==> src/rtl/core/bc7_two_subset_block_packer_core_macros.svh <==
// ----------------------------------------------------------------------------
// BC7 block packer assertion macros
// Concurrent assertion wrappers, empty when SYNTHESIS is defined.
// ----------------------------------------------------------------------------
`ifndef BC7_TWO_SUBSET_BLOCK_PACKER_CORE_MACROS_SVH
`define BC7_TWO_SUBSET_BLOCK_PACKER_CORE_MACROS_SVH
`ifndef SYNTHESIS
// antecedent implies consequent in the same cycle
`define BC7P_ASSERT_IMP(label, clk, rst, ante, cons) \
  label: assert property (@(posedge clk) disable iff (rst) (ante) |-> (cons)) \
    else $error("bc7p assertion failed");
// antecedent implies consequent in the next cycle
`define BC7P_ASSERT_NEXT(label, clk, rst, ante, cons) \
  label: assert property (@(posedge clk) disable iff (rst) (ante) |=> (cons)) \
    else $error("bc7p assertion failed");
`else
`define BC7P_ASSERT_IMP(label, clk, rst, ante, cons)
`define BC7P_ASSERT_NEXT(label, clk, rst, ante, cons)
`endif
`endif

==> src/rtl/core/bc7p_pkg.sv <==
// ----------------------------------------------------------------------------
// BC7 block packer package
// Request/result payload types, codes and constant tables.
// ----------------------------------------------------------------------------
package bc7p_pkg;

  typedef enum logic [1:0] {
    MODE_HEADER   = 2'd0,
    MODE_ENDPOINT = 2'd1,
    MODE_PIXEL    = 2'd2,
    MODE_NONE     = 2'd3
  } item_mode_t;

  typedef enum logic [1:0] {
    FMT_MODE1 = 2'd0,
    FMT_MODE3 = 2'd1,
    FMT_MODE7 = 2'd2,
    FMT_ALT7  = 2'd3
  } block_fmt_t;

  localparam int unsigned BLOCK_PIXELS = 16;
  localparam logic [2:0]  REG_FORMAT_ADDR = 3'd0;

  typedef struct packed {
    logic [1:0] mode;
    logic [3:0] slot;
    logic [5:0] partition;
    logic [7:0] val_a;
    logic [7:0] val_b;
    logic [7:0] val_c;
    logic [7:0] val_d;
  } req_t;

  typedef struct packed {
    logic [63:0] block_word;
    logic        upper_half;
    logic        last;
  } res_t;

  // divider handshake
  typedef struct packed {
    logic start;
    logic done;
  } div_ctrl_t;

  localparam logic [15:0] SHAPE_MASK [64] = '{
    16'hCCCC, 16'h8888, 16'hEEEE, 16'hECC8, 16'hC880, 16'hFEEC, 16'hFEC8, 16'hEC80,
    16'hC800, 16'hFFEC, 16'hFE80, 16'hE800, 16'hFFE8, 16'hFF00, 16'hFFF0, 16'hF000,
    16'hF710, 16'h008E, 16'h7100, 16'h08CE, 16'h008C, 16'h7310, 16'h3100, 16'h8CCE,
    16'h088C, 16'h3110, 16'h6666, 16'h366C, 16'h17E8, 16'h0FF0, 16'h718E, 16'h399C,
    16'hAAAA, 16'hF0F0, 16'h5A5A, 16'h33CC, 16'h3C3C, 16'h55AA, 16'h9696, 16'hA55A,
    16'h73CE, 16'h13C8, 16'h324C, 16'h3BDC, 16'h6996, 16'hC33C, 16'h9966, 16'h0660,
    16'h0272, 16'h04E4, 16'h4E40, 16'h2720, 16'hC936, 16'h936C, 16'h39C6, 16'h639C,
    16'h9336, 16'h9CC6, 16'h817E, 16'hE718, 16'hCCF0, 16'h0FCC, 16'h7744, 16'hEE22
  };

  localparam logic [3:0] SECOND_ANCHOR [64] = '{
    4'd15, 4'd15, 4'd15, 4'd15, 4'd15, 4'd15, 4'd15, 4'd15,
    4'd15, 4'd15, 4'd15, 4'd15, 4'd15, 4'd15, 4'd15, 4'd15,
    4'd15, 4'd2,  4'd8,  4'd2,  4'd2,  4'd8,  4'd8,  4'd15,
    4'd2,  4'd8,  4'd2,  4'd2,  4'd8,  4'd8,  4'd2,  4'd2,
    4'd15, 4'd15, 4'd6,  4'd8,  4'd2,  4'd8,  4'd15, 4'd15,
    4'd2,  4'd8,  4'd2,  4'd2,  4'd2,  4'd15, 4'd15, 4'd6,
    4'd6,  4'd2,  4'd6,  4'd8,  4'd15, 4'd15, 4'd2,  4'd2,
    4'd15, 4'd15, 4'd15, 4'd15, 4'd15, 4'd2,  4'd2,  4'd15
  };

  localparam logic [2:0] IDX2 [16] = '{
    3'd0, 3'd0, 3'd0, 3'd0, 3'd0, 3'd0, 3'd1, 3'd1,
    3'd2, 3'd2, 3'd3, 3'd3, 3'd3, 3'd3, 3'd3, 3'd3
  };

  localparam logic [2:0] IDX3 [16] = '{
    3'd0, 3'd0, 3'd0, 3'd0, 3'd0, 3'd1, 3'd2, 3'd3,
    3'd4, 3'd5, 3'd6, 3'd7, 3'd7, 3'd7, 3'd7, 3'd7
  };

endpackage

==> src/rtl/core/bc7_two_subset_block_packer_core.sv <==
// ----------------------------------------------------------------------------
// BC7 two-subset block packer
// Loads header, endpoint and pixel requests, packs a 128-bit BC7 block.
// ----------------------------------------------------------------------------
// A block is loaded as one header request, endpoint requests (channels 0..3)
// and sixteen pixel requests. The pixel request for position 15 starts the
// pack, during which req_stall is high: three states of anchor reads from
// the luma RAM, two passes of the serial scale divider (one per subset), an
// index pass over the luma RAM (one pixel read per cycle, three-stage
// pipeline) and a final step to hand the block to the result buffer. That
// last step stretches while the previous block's results are still waiting
// in the buffer. The block then leaves as two 64-bit results, lower half
// first, the second flagged last; loading of the next block overlaps with
// delivery of these results.
// ----------------------------------------------------------------------------
`include "bc7_two_subset_block_packer_core_macros.svh"

module bc7_two_subset_block_packer_core (
  input  logic           clk,
  input  logic           rst,
  input  logic           req_valid,
  output logic           req_stall,
  input  bc7p_pkg::req_t req_data,
  output logic           res_valid,
  input  logic           res_stall,
  output bc7p_pkg::res_t res_data,
  input  logic           psel,
  input  logic           penable,
  input  logic           pwrite,
  input  logic [2:0]     paddr,
  input  logic [31:0]    pwdata,
  output logic [31:0]    prdata,
  output logic           pready
);

  typedef enum logic [6:0] {
    S_IDLE = 7'b0000001,
    S_ANC0 = 7'b0000010,
    S_ANC1 = 7'b0000100,
    S_ANC2 = 7'b0001000,
    S_DIV0 = 7'b0010000,
    S_DIV1 = 7'b0100000,
    S_PIX  = 7'b1000000
  } state_t;

  state_t state, state_next;
  logic   done_pend; // packed block waiting for the result buffer

  // configuration
  logic [1:0] block_format;
  logic       fmt0;
  logic       cfg_wr;

  assign pready = 1'b1;
  assign cfg_wr = psel && penable && pwrite && (paddr == bc7p_pkg::REG_FORMAT_ADDR);
  assign prdata = (paddr == bc7p_pkg::REG_FORMAT_ADDR) ? {30'b0, block_format} : '0;
  assign fmt0   = (block_format == bc7p_pkg::FMT_MODE1);

  always_ff @(posedge clk) begin
    if (rst) begin
      block_format <= bc7p_pkg::FMT_MODE1;
    end else if (cfg_wr) begin
      block_format <= pwdata[1:0];
    end
  end

  // request acceptance and small stores
  logic       acc;
  logic [7:0] ep_store [16];
  logic [7:0] luma_range [4];
  logic [5:0] shape_number;

  assign req_stall = (state != S_IDLE) || done_pend;
  assign acc       = req_valid && !req_stall;

  always_ff @(posedge clk) begin
    if (rst) begin
      shape_number <= '0;
    end else if (acc && req_data.mode == bc7p_pkg::MODE_HEADER) begin
      shape_number <= req_data.partition;
    end
  end

  always_ff @(posedge clk) begin
    if (acc && req_data.mode == bc7p_pkg::MODE_HEADER) begin
      luma_range[0] <= req_data.val_a;
      luma_range[1] <= req_data.val_b;
      luma_range[2] <= req_data.val_c;
      luma_range[3] <= req_data.val_d;
    end
    if (acc && req_data.mode == bc7p_pkg::MODE_ENDPOINT && !req_data.slot[3]
        && !req_data.slot[2]) begin
      ep_store[{req_data.slot[1:0], 2'd0}] <= req_data.val_a;
      ep_store[{req_data.slot[1:0], 2'd1}] <= req_data.val_b;
      ep_store[{req_data.slot[1:0], 2'd2}] <= req_data.val_c;
      ep_store[{req_data.slot[1:0], 2'd3}] <= req_data.val_d;
    end
  end

  // per-subset derived values
  logic [15:0] mask;
  logic [3:0]  ank;
  logic [8:0]  sum [2];
  logic [7:0]  mid [2];
  logic signed [9:0] dvs [2];

  assign mask = bc7p_pkg::SHAPE_MASK[shape_number];
  assign ank  = bc7p_pkg::SECOND_ANCHOR[shape_number];

  always_comb begin
    for (int s = 0; s < 2; s++) begin
      sum[s] = {1'b0, luma_range[2*s]} + {1'b0, luma_range[2*s+1]};
      mid[s] = sum[s][8:1];
      dvs[s] = $signed({2'b0, luma_range[2*s+1]}) - $signed({2'b0, mid[s]}) + 10'sd1;
    end
  end

  // luma RAM
  logic        pix_last;
  logic [3:0]  raddr;
  logic [15:0] rdata;

  assign pix_last = acc && req_data.mode == bc7p_pkg::MODE_PIXEL && req_data.slot == 4'd15;

  bc7p_luma_mem u_mem (
    .clk   (clk),
    .we    (acc && req_data.mode == bc7p_pkg::MODE_PIXEL),
    .waddr (req_data.slot),
    .wdata ({req_data.val_b, req_data.val_a}),
    .raddr (raddr),
    .rdata (rdata)
  );

  // scale divider, shared by both subsets
  bc7p_pkg::div_ctrl_t dctl;
  logic signed [16:0]  div_q;
  logic signed [16:0]  scale [2];

  assign dctl.start = (state == S_ANC2) || (state == S_DIV0 && dctl.done);

  bc7p_div u_div (
    .clk     (clk),
    .rst     (rst),
    .start   (dctl.start),
    .divisor ((state == S_ANC2) ? dvs[0] : dvs[1]),
    .done    (dctl.done),
    .scale   (div_q)
  );

  // index pipeline
  logic [4:0] rc;
  logic       va, vb, vc;
  logic [3:0] pa, pb, pc;
  logic       swap [2];
  logic signed [9:0]  diff_b;
  logic signed [16:0] scale_b;
  logic               anc_b, anc_c;
  logic signed [27:0] prod_c;
  logic [45:0] idxacc;
  logic [5:0]  ipos;

  // stage A: select subset, mirror, subtract mid
  logic       sub_a;
  logic [7:0] raw_a, v_a;
  logic       mir_a;
  always_comb begin
    sub_a = (pa == 4'd0) ? 1'b0 : mask[pa];
    raw_a = sub_a ? rdata[15:8] : rdata[7:0];
    mir_a = swap[sub_a] && (mask[pa] == sub_a);
    v_a   = mir_a ? 8'(sum[sub_a] - {1'b0, raw_a}) : raw_a;
  end

  // stage C: slot, table lookup, anchor clamp
  logic [3:0] slot_c;
  logic [2:0] idx_c;
  logic [5:0] nb_c;
  always_comb begin
    if (prod_c[27]) begin
      slot_c = 4'd0;
    end else if (prod_c[26:17] != '0) begin
      slot_c = 4'd15;
    end else begin
      slot_c = prod_c[16:13];
    end
    idx_c = fmt0 ? bc7p_pkg::IDX3[slot_c] : bc7p_pkg::IDX2[slot_c];
    nb_c  = fmt0 ? 6'd3 : 6'd2;
    if (anc_c) begin
      nb_c = nb_c - 6'd1;
      if (fmt0 && idx_c > 3'd3) begin
        idx_c = 3'd3;
      end else if (!fmt0 && idx_c > 3'd1) begin
        idx_c = 3'd1;
      end
    end
  end

  // sequencer
  always_comb begin
    state_next = state;
    raddr      = rc[3:0];
    unique case (state)
      S_IDLE: if (pix_last) state_next = S_ANC0;
      S_ANC0: begin
        raddr      = 4'd0;
        state_next = S_ANC1;
      end
      S_ANC1: begin
        raddr      = ank;
        state_next = S_ANC2;
      end
      S_ANC2: state_next = S_DIV0;
      S_DIV0: if (dctl.done) state_next = S_DIV1;
      S_DIV1: if (dctl.done) state_next = S_PIX;
      S_PIX:  if (vc && pc == 4'd15) state_next = S_IDLE;
      default: state_next = S_IDLE;
    endcase
  end

  always_ff @(posedge clk) begin
    if (rst) begin
      state     <= S_IDLE;
      va        <= 1'b0;
      vb        <= 1'b0;
      vc        <= 1'b0;
      rc        <= '0;
      done_pend <= 1'b0;
    end else begin
      state <= state_next;
      vb    <= va;
      vc    <= vb;
      va    <= (state == S_PIX) && !rc[4];
      if (state == S_ANC0) begin
        rc <= '0;
      end else if (state == S_PIX && !rc[4]) begin
        rc <= rc + 5'd1;
      end
      if (state == S_PIX && vc && pc == 4'd15) begin
        done_pend <= 1'b1;
      end else if (done_pend && !res_valid) begin
        done_pend <= 1'b0;
      end
    end
  end

  always_ff @(posedge clk) begin
    if (state == S_ANC1) swap[0] <= (rdata[7:0] >= mid[0]);
    if (state == S_ANC2) swap[1] <= (rdata[15:8] >= mid[1]);
    if (state == S_DIV0 && dctl.done) scale[0] <= div_q;
    if (state == S_DIV1 && dctl.done) scale[1] <= div_q;
    pa      <= rc[3:0];
    pb      <= pa;
    pc      <= pb;
    diff_b  <= $signed({2'b0, v_a}) - $signed({2'b0, mid[sub_a]});
    scale_b <= scale[sub_a];
    anc_b   <= (pa == 4'd0) || (sub_a && pa == ank);
    anc_c   <= anc_b;
    prod_c  <= 28'(diff_b) * 28'(scale_b) + 28'sd65536;
    if (state == S_ANC0) begin
      idxacc <= '0;
      ipos   <= '0;
    end else if (vc) begin
      idxacc <= idxacc | 46'({43'b0, idx_c} << ipos);
      ipos   <= ipos + nb_c;
    end
  end

  // header fields: mode bits, partition, truncated endpoints, p-bits
  logic [7:0]   epv [4][4]; // endpoint (2*subset+end), channel
  logic [7:0]   pm  [4];
  logic [127:0] hdr;
  logic [127:0] blk;

  always_comb begin
    for (int e = 0; e < 4; e++) begin
      for (int c = 0; c < 4; c++) begin
        epv[e][c] = ep_store[c*4 + (e & 2) + ((e & 1) ^ int'(swap[e/2]))];
      end
      pm[e] = (epv[e][0] & epv[e][1]) | (epv[e][1] & epv[e][2]) | (epv[e][0] & epv[e][2]);
    end
    hdr = '0;
    case (block_format)
      bc7p_pkg::FMT_MODE1: begin
        hdr[1]   = 1'b1;
        hdr[7:2] = shape_number;
        for (int c = 0; c < 3; c++) begin
          for (int e = 0; e < 4; e++) begin
            hdr[8 + (c*4+e)*6 +: 6] = epv[e][c][7:2];
          end
        end
        hdr[80] = pm[0][1] & pm[2][1];
        hdr[81] = pm[1][1] & pm[3][1];
      end
      bc7p_pkg::FMT_MODE3: begin
        hdr[3]   = 1'b1;
        hdr[9:4] = shape_number;
        for (int c = 0; c < 3; c++) begin
          for (int e = 0; e < 4; e++) begin
            hdr[10 + (c*4+e)*7 +: 7] = epv[e][c][7:1];
          end
        end
        for (int e = 0; e < 4; e++) hdr[94+e] = pm[e][0];
      end
      default: begin
        hdr[7]    = 1'b1;
        hdr[13:8] = shape_number;
        for (int c = 0; c < 4; c++) begin
          for (int e = 0; e < 4; e++) begin
            hdr[14 + (c*4+e)*5 +: 5] = epv[e][c][7:3];
          end
        end
        for (int e = 0; e < 4; e++) hdr[94+e] = pm[e][2];
      end
    endcase
    blk = hdr | (fmt0 ? {idxacc, 82'b0} : {idxacc[29:0], 98'b0});
  end

  // result buffer: whole block, two words out
  logic [127:0] obuf;
  logic         half;
  logic         load;

  assign load = done_pend && !res_valid;

  always_ff @(posedge clk) begin
    if (rst) begin
      res_valid <= 1'b0;
      half      <= 1'b0;
    end else if (load) begin
      res_valid <= 1'b1;
      half      <= 1'b0;
    end else if (res_valid && !res_stall) begin
      if (half) res_valid <= 1'b0;
      half <= 1'b1;
    end
  end

  always_ff @(posedge clk) begin
    if (load) obuf <= blk;
  end

  assign res_data.block_word = half ? obuf[127:64] : obuf[63:0];
  assign res_data.upper_half = half;
  assign res_data.last       = half;

  // checks
  `BC7P_ASSERT_NEXT(a_load_first_half, clk, rst, load, res_valid && !half)
  `BC7P_ASSERT_IMP(a_div_done_in_div, clk, rst, dctl.done, state == S_DIV0 || state == S_DIV1)
  `BC7P_ASSERT_IMP(a_pipe_in_pix, clk, rst, vc, state == S_PIX)
  `BC7P_ASSERT_IMP(a_no_pack_while_full, clk, rst, pix_last, !done_pend)

endmodule

==> src/rtl/core/bc7p_luma_mem.sv <==
// ----------------------------------------------------------------------------
// BC7 packer luma memory
// 16 x 16 synchronous RAM, subset 1 luma in the upper byte.
// ----------------------------------------------------------------------------
module bc7p_luma_mem (
  input  logic        clk,
  input  logic        we,
  input  logic [3:0]  waddr,
  input  logic [15:0] wdata,
  input  logic [3:0]  raddr,
  output logic [15:0] rdata
);

  logic [15:0] mem [16];

  always_ff @(posedge clk) begin
    if (we) begin
      mem[waddr] <= wdata;
    end
    rdata <= mem[raddr];
  end

endmodule

==> src/rtl/core/bc7p_div.sv <==
// ----------------------------------------------------------------------------
// BC7 packer scale divider
// Restoring divider, 32768 / divisor, one quotient bit per cycle.
// ----------------------------------------------------------------------------
module bc7p_div (
  input  logic               clk,
  input  logic               rst,
  input  logic               start,
  input  logic signed [9:0]  divisor,
  output logic               done,
  output logic signed [16:0] scale
);

  logic        busy;
  logic [3:0]  cnt;
  logic [15:0] dvd;
  logic [7:0]  rem;
  logic [15:0] quo;
  logic [7:0]  mag;
  logic        neg;
  logic        zero;
  logic [9:0]  abs_d;
  logic [8:0]  trial;

  assign abs_d = divisor[9] ? 10'(-divisor) : divisor;
  assign trial = {rem, dvd[15]};

  always_ff @(posedge clk) begin
    if (rst) begin
      busy <= 1'b0;
      done <= 1'b0;
    end else begin
      done <= 1'b0;
      if (start) begin
        busy <= 1'b1;
      end else if (busy && cnt == 4'd15) begin
        busy <= 1'b0;
        done <= 1'b1;
      end
    end
  end

  always_ff @(posedge clk) begin
    if (start) begin
      cnt  <= '0;
      dvd  <= 16'h8000;
      rem  <= '0;
      quo  <= '0;
      mag  <= abs_d[7:0];
      neg  <= divisor[9];
      zero <= (divisor == '0);
    end else if (busy) begin
      cnt <= cnt + 4'd1;
      dvd <= {dvd[14:0], 1'b0};
      if (trial >= {1'b0, mag}) begin
        rem <= 8'(trial - {1'b0, mag});
        quo <= {quo[14:0], 1'b1};
      end else begin
        rem <= trial[7:0];
        quo <= {quo[14:0], 1'b0};
      end
    end
  end

  always_comb begin
    if (zero) begin
      scale = 17'sd32768;
    end else if (neg) begin
      scale = -$signed({1'b0, quo});
    end else begin
      scale = $signed({1'b0, quo});
    end
  end

endmodule
==> config.mk <==
export PLATFORM = sky130hd
export DESIGN_NAME = bc7_two_subset_block_packer_core
export DESIGN_NICKNAME = d
export VERILOG_FILES = /design/src/rtl/core/bc7p_pkg.sv /design/src/rtl/core/bc7_two_subset_block_packer_core.sv /design/src/rtl/core/bc7p_luma_mem.sv /design/src/rtl/core/bc7p_div.sv
export VERILOG_INCLUDE_DIRS = /design/src /design/src/rtl/core
export SDC_FILE = /design/constraint.sdc
export NUM_CORES = 2
export LEC_CHECK = 0
export BUFFER_PORTS_ARGS = -buffer_cell sky130_fd_sc_hd__buf_2
export CORE_MARGIN = 5
export CORE_UTILIZATION = 42
export CTS_CLUSTER_DIAMETER = 60
export DETAILED_ROUTE_END_ITERATION = 7
export PLACE_DENSITY = 0.54
export SYNTH_ARGS = -nofsm -noshare
export SYNTH_HDL_FRONTEND = slang
export SYNTH_SLANG_ARGS = --single-unit
export TNS_END_PERCENT = 5
==> constraint.sdc <==
create_clock -name clk -period 8 [get_ports clk]
set_input_delay 1.6 -clock clk [delete_from_list [all_inputs] [get_ports clk]]
set_output_delay 1.6 -clock clk [all_outputs]
set_load 0.03 [all_outputs]
==> flow_summary.yaml <==
run_status:
  status: "completed"
timing:
  finalCritPeriodShare_pct: 80.71
  fin_setup_tns_ns: 0
  slew_viol_final: 0
  setup_viol: 0
  min_period_ns: 6.457
  grt_setup_unrepaired: "no"
  relSlewSlack_pct: 19.50
  finalWorstSetupSlack_ns: 1.543
  worst_pin_slew_ns: 1.208
  clock_skew_ns: 0.03904
  hold_viol: 0
  max_freq_ghz: 0.1549
critical_path:
  endpoint_kind: "flop"
  required_ns: 8.56
  crit_type: "reg -> reg"
  critPathMaxFanout: 28
  critPathArrivalTime_ns: 7.01
  cp-start-kind: "flop"
clocking:
  clock-sinks: 756
  insertion_delay_ns: 0.66
  h-tree-depth: 3
  hold_buffers: 0
  cts_resized: 0
  cts-root-buf: "clkbuf_16"
  clk_path_buf_depth: 3
  clk_pin_slew_worst_paths_ns: 0.06
  cts_tree: "yes"
  cts_buffers: 87
  cts_setup_buffers: 0
global_routing:
  grt_use_met1_pct: 29.06
  grt_max_degree: 96
  grt_pass1_vias: 26153
  grt_use_met2_pct: 34.13
  grt_use_met3_pct: 2.959
  top_usage_layer: "met2"
  antenna_found_initial: 13
  overflow: 0
  grt_pass1_wl_mm: 164.3
  grt_use_total_pct: 20.66
yosys:
  synth.cell_area_sq_mm: 0.04119
  netlist_instances: 3503
  synthFlopType: "edfxtp_1"
  yosysSeqAreaShare_pct: 50.76
  async_flop_share_pct: 0
  ys_types: 89
  yosys_warnings: 0
  synth-seq-cells: 756
  synth_enable_flop_cells: 577
  avgSynthCellArea_sq_um: 11.76
routing:
  first_pass_iters: 7
  drtAntennaViolNets: 0
  drc: 0
  vias: 26456
  drt_iter0_drc: 1868
  post_drt_via_cell_ratio: 5.355
  routed_wl_mm: 108.5
  routedWlPerCell_microns: 21.97
placed_design:
  dpl.hpwl_mm: 76.18
  gp_congestion: 0.8741
  port_buffers: 125
  place_ws_ns: 1.593
floorplanning:
  dieArea_sq_mm: 0.1044
  ios: 187
  start_util_pct: 42.47
  die_height_microns: 323.2
  die_w_microns: 323.2
  core_area_sq_mm: 0.09699
  rows: 114
pwr:
  ir_drop_uv: 392.9
  p_leak_nw: 18.63
  p_per_area_mw_per_mm2: 327.0
layout:
  area_delta_synth_final_pct: 11.84
  nets: 3950
  drive_gt1_share_pct: 13.72
min_path:
  min_path_type: "reg -> reg"
flow_run:
  max_cap_viol_count: 0
## path summary, 6_finish.rpt
path / from / end / slack (ns) / cells after the start
setup / recovery: shape_number[2] / diff_b[8] / 1.54 / 24
hold / removal: pb[0] / pc[0] / 0.33 / 0
setup reg to reg: shape_number[2] / diff_b[8] / 1.54 / 24
hold reg to reg: pb[0] / pc[0] / 0.33 / 0
## sequential cells by signal (all words and copies together) (netlist names), 17 cells and up
signal / flops
u_mem.mem: 256
scale: 34
idxacc: 46
luma_range: 32
ep_store: 116
obuf: 127
scale_b: 17
## cell type report
type | instances | area [sq um]
Inverter | 201 | 754.5
Antenna cell | 4 | 10.01
Multi-Input combinational cell | 2360 | 18760
Clock buffer | 114 | 2401
Tap cell | 1276 | 1597
Clock inverter | 47 | 556.8
Fill cell | 8899 | 50920
Timing Repair Buffer | 182 | 1066
Sequential cell | 756 | 20930
## worst max-delay path: stages, from the launching register on
cell,delay (ns)
dfxtp_2,0.61
clkinv_1,0.12
buf_4,0.26
ha_1,0.33
nor2_1,0.09
a21oi_1,0.05
o311ai_0,0.90
o21a_1,0.21
a211oi_1,0.10
nor4_4,0.69
buf_4,0.47
mux2i_1,0.23
ha_1,0.28
xnor2_1,0.16
and2_1,0.16
a211oi_1,0.18
a21oi_1,0.08
ha_1,0.34
nor2b_1,0.14
o21ai_0,0.15
nand2b_1,0.11
a21o_1,0.19
a21o_1,0.19
a21o_1,0.18
a21oi_1,0.13
## logic make-up (layout without fill, tap and decap cells)
| logic type | after synthesis | in the layout | share of synthesized area, % |
|---|---|---|---|
| compound gates | 506 | 506 | 7.864 |
| xor+xnor | 87 | 87 | 1.920 |
| fa+ha+maj | 284 | 284 | 11.06 |
| buf+inv | 416 | 544 | 4.264 |
| flops | 756 | 756 | 50.76 |
| mux | 535 | 535 | 13.61 |
| other cells | 2 | 35 | 0.01823 |
| simple gates | 917 | 917 | 10.51 |
## cells in the mapped netlist (9+ instances only)
library cell | number | area share [%]
clkbuf_1 | 113 | 1.0
buf_1 | 24 | 0.22
edfxtp_1 | 577 | 42
nand3b_1 | 9 | 0.16
o211ai_1 | 23 | 0.42
fa_1 | 136 | 6.6
a21o_1 | 30 | 0.55
o21ai_0 | 96 | 1.2
buf_4 | 39 | 0.71
nor3b_1 | 15 | 0.27
or3_1 | 17 | 0.26
a21oi_1 | 181 | 2.2
and2_1 | 96 | 1.5
inv_1 | 198 | 1.8
nand2b_1 | 44 | 0.67
o31ai_1 | 14 | 0.26
ha_1 | 140 | 4.3
mux2i_1 | 407 | 9.9
mux2_2 | 120 | 3.3
dfxtp_1 | 179 | 8.7
or2_2 | 15 | 0.23
buf_2 | 39 | 0.47
nor2b_1 | 26 | 0.39
o22ai_1 | 9 | 0.14
a211oi_1 | 29 | 0.53
nand2_1 | 294 | 2.7
nand4_1 | 9 | 0.14
xor2_1 | 38 | 0.81
xnor2_1 | 47 | 1.0
a31oi_1 | 16 | 0.24
nand3_1 | 28 | 0.34
nor2_1 | 280 | 2.6
nor3_1 | 40 | 0.49
## per-stage QoR
| step | hold slack (ns) | instance area [sq um] | utilization (%) | instances | total power [mW] |
|---|---|---|---|---|---|
| global placement | 0.3130 | 43100 | 44.44 | 4775 | 11.12 |
| CTS | 0.3254 | 46060 | 47.49 | 4936 | 15.32 |
| global route | 0.3294 | 46060 | 47.49 | 4936 | 16.45 |
| floorplan | 0.3096 | 41300 | - | 3532 | 9.576 |
| finish | 0.3268 | 46070 | 47.50 | 4940 | 15.07 |
| detailed placement | 0.3135 | 43100 | 44.44 | 4775 | 11.22 |
## where the power goes
part           switching (mW)  leakage, nW  total, mW  internal [mW]
Sequential             0.0889         6.69       4.50           4.41
Combinational            3.58         10.5       6.53           2.95
Clock                    1.64         1.45       4.04           2.40
Total                    5.30         18.6       15.1           9.76
## cells in the final DEF, fill, tap and decap left out, types with 56 or more instances in the layout
master,Yosys,routed
dfxtp_1,179,173
o21ai_0,96,95
buf_2,39,125
nor2_1,280,271
mux2i_1,407,407
mux2_2,120,120
a21oi_1,181,181
fa_1,136,136
inv_1,198,198
buf_4,39,56
clkbuf_16,0,89
nand2_1,294,294
and2_1,96,96
edfxtp_1,577,577
ha_1,140,140
## layer usage
metal	share of wire [%]	wire, microns	vias to the layer above
met2	47	51080	681
met1	45	48660	12976
met4	2.2	2408	4
met5	0.024	26	-
li1	-	-	12652
met3	5.9	6369	143
Power figures use the tool's default switching activity.
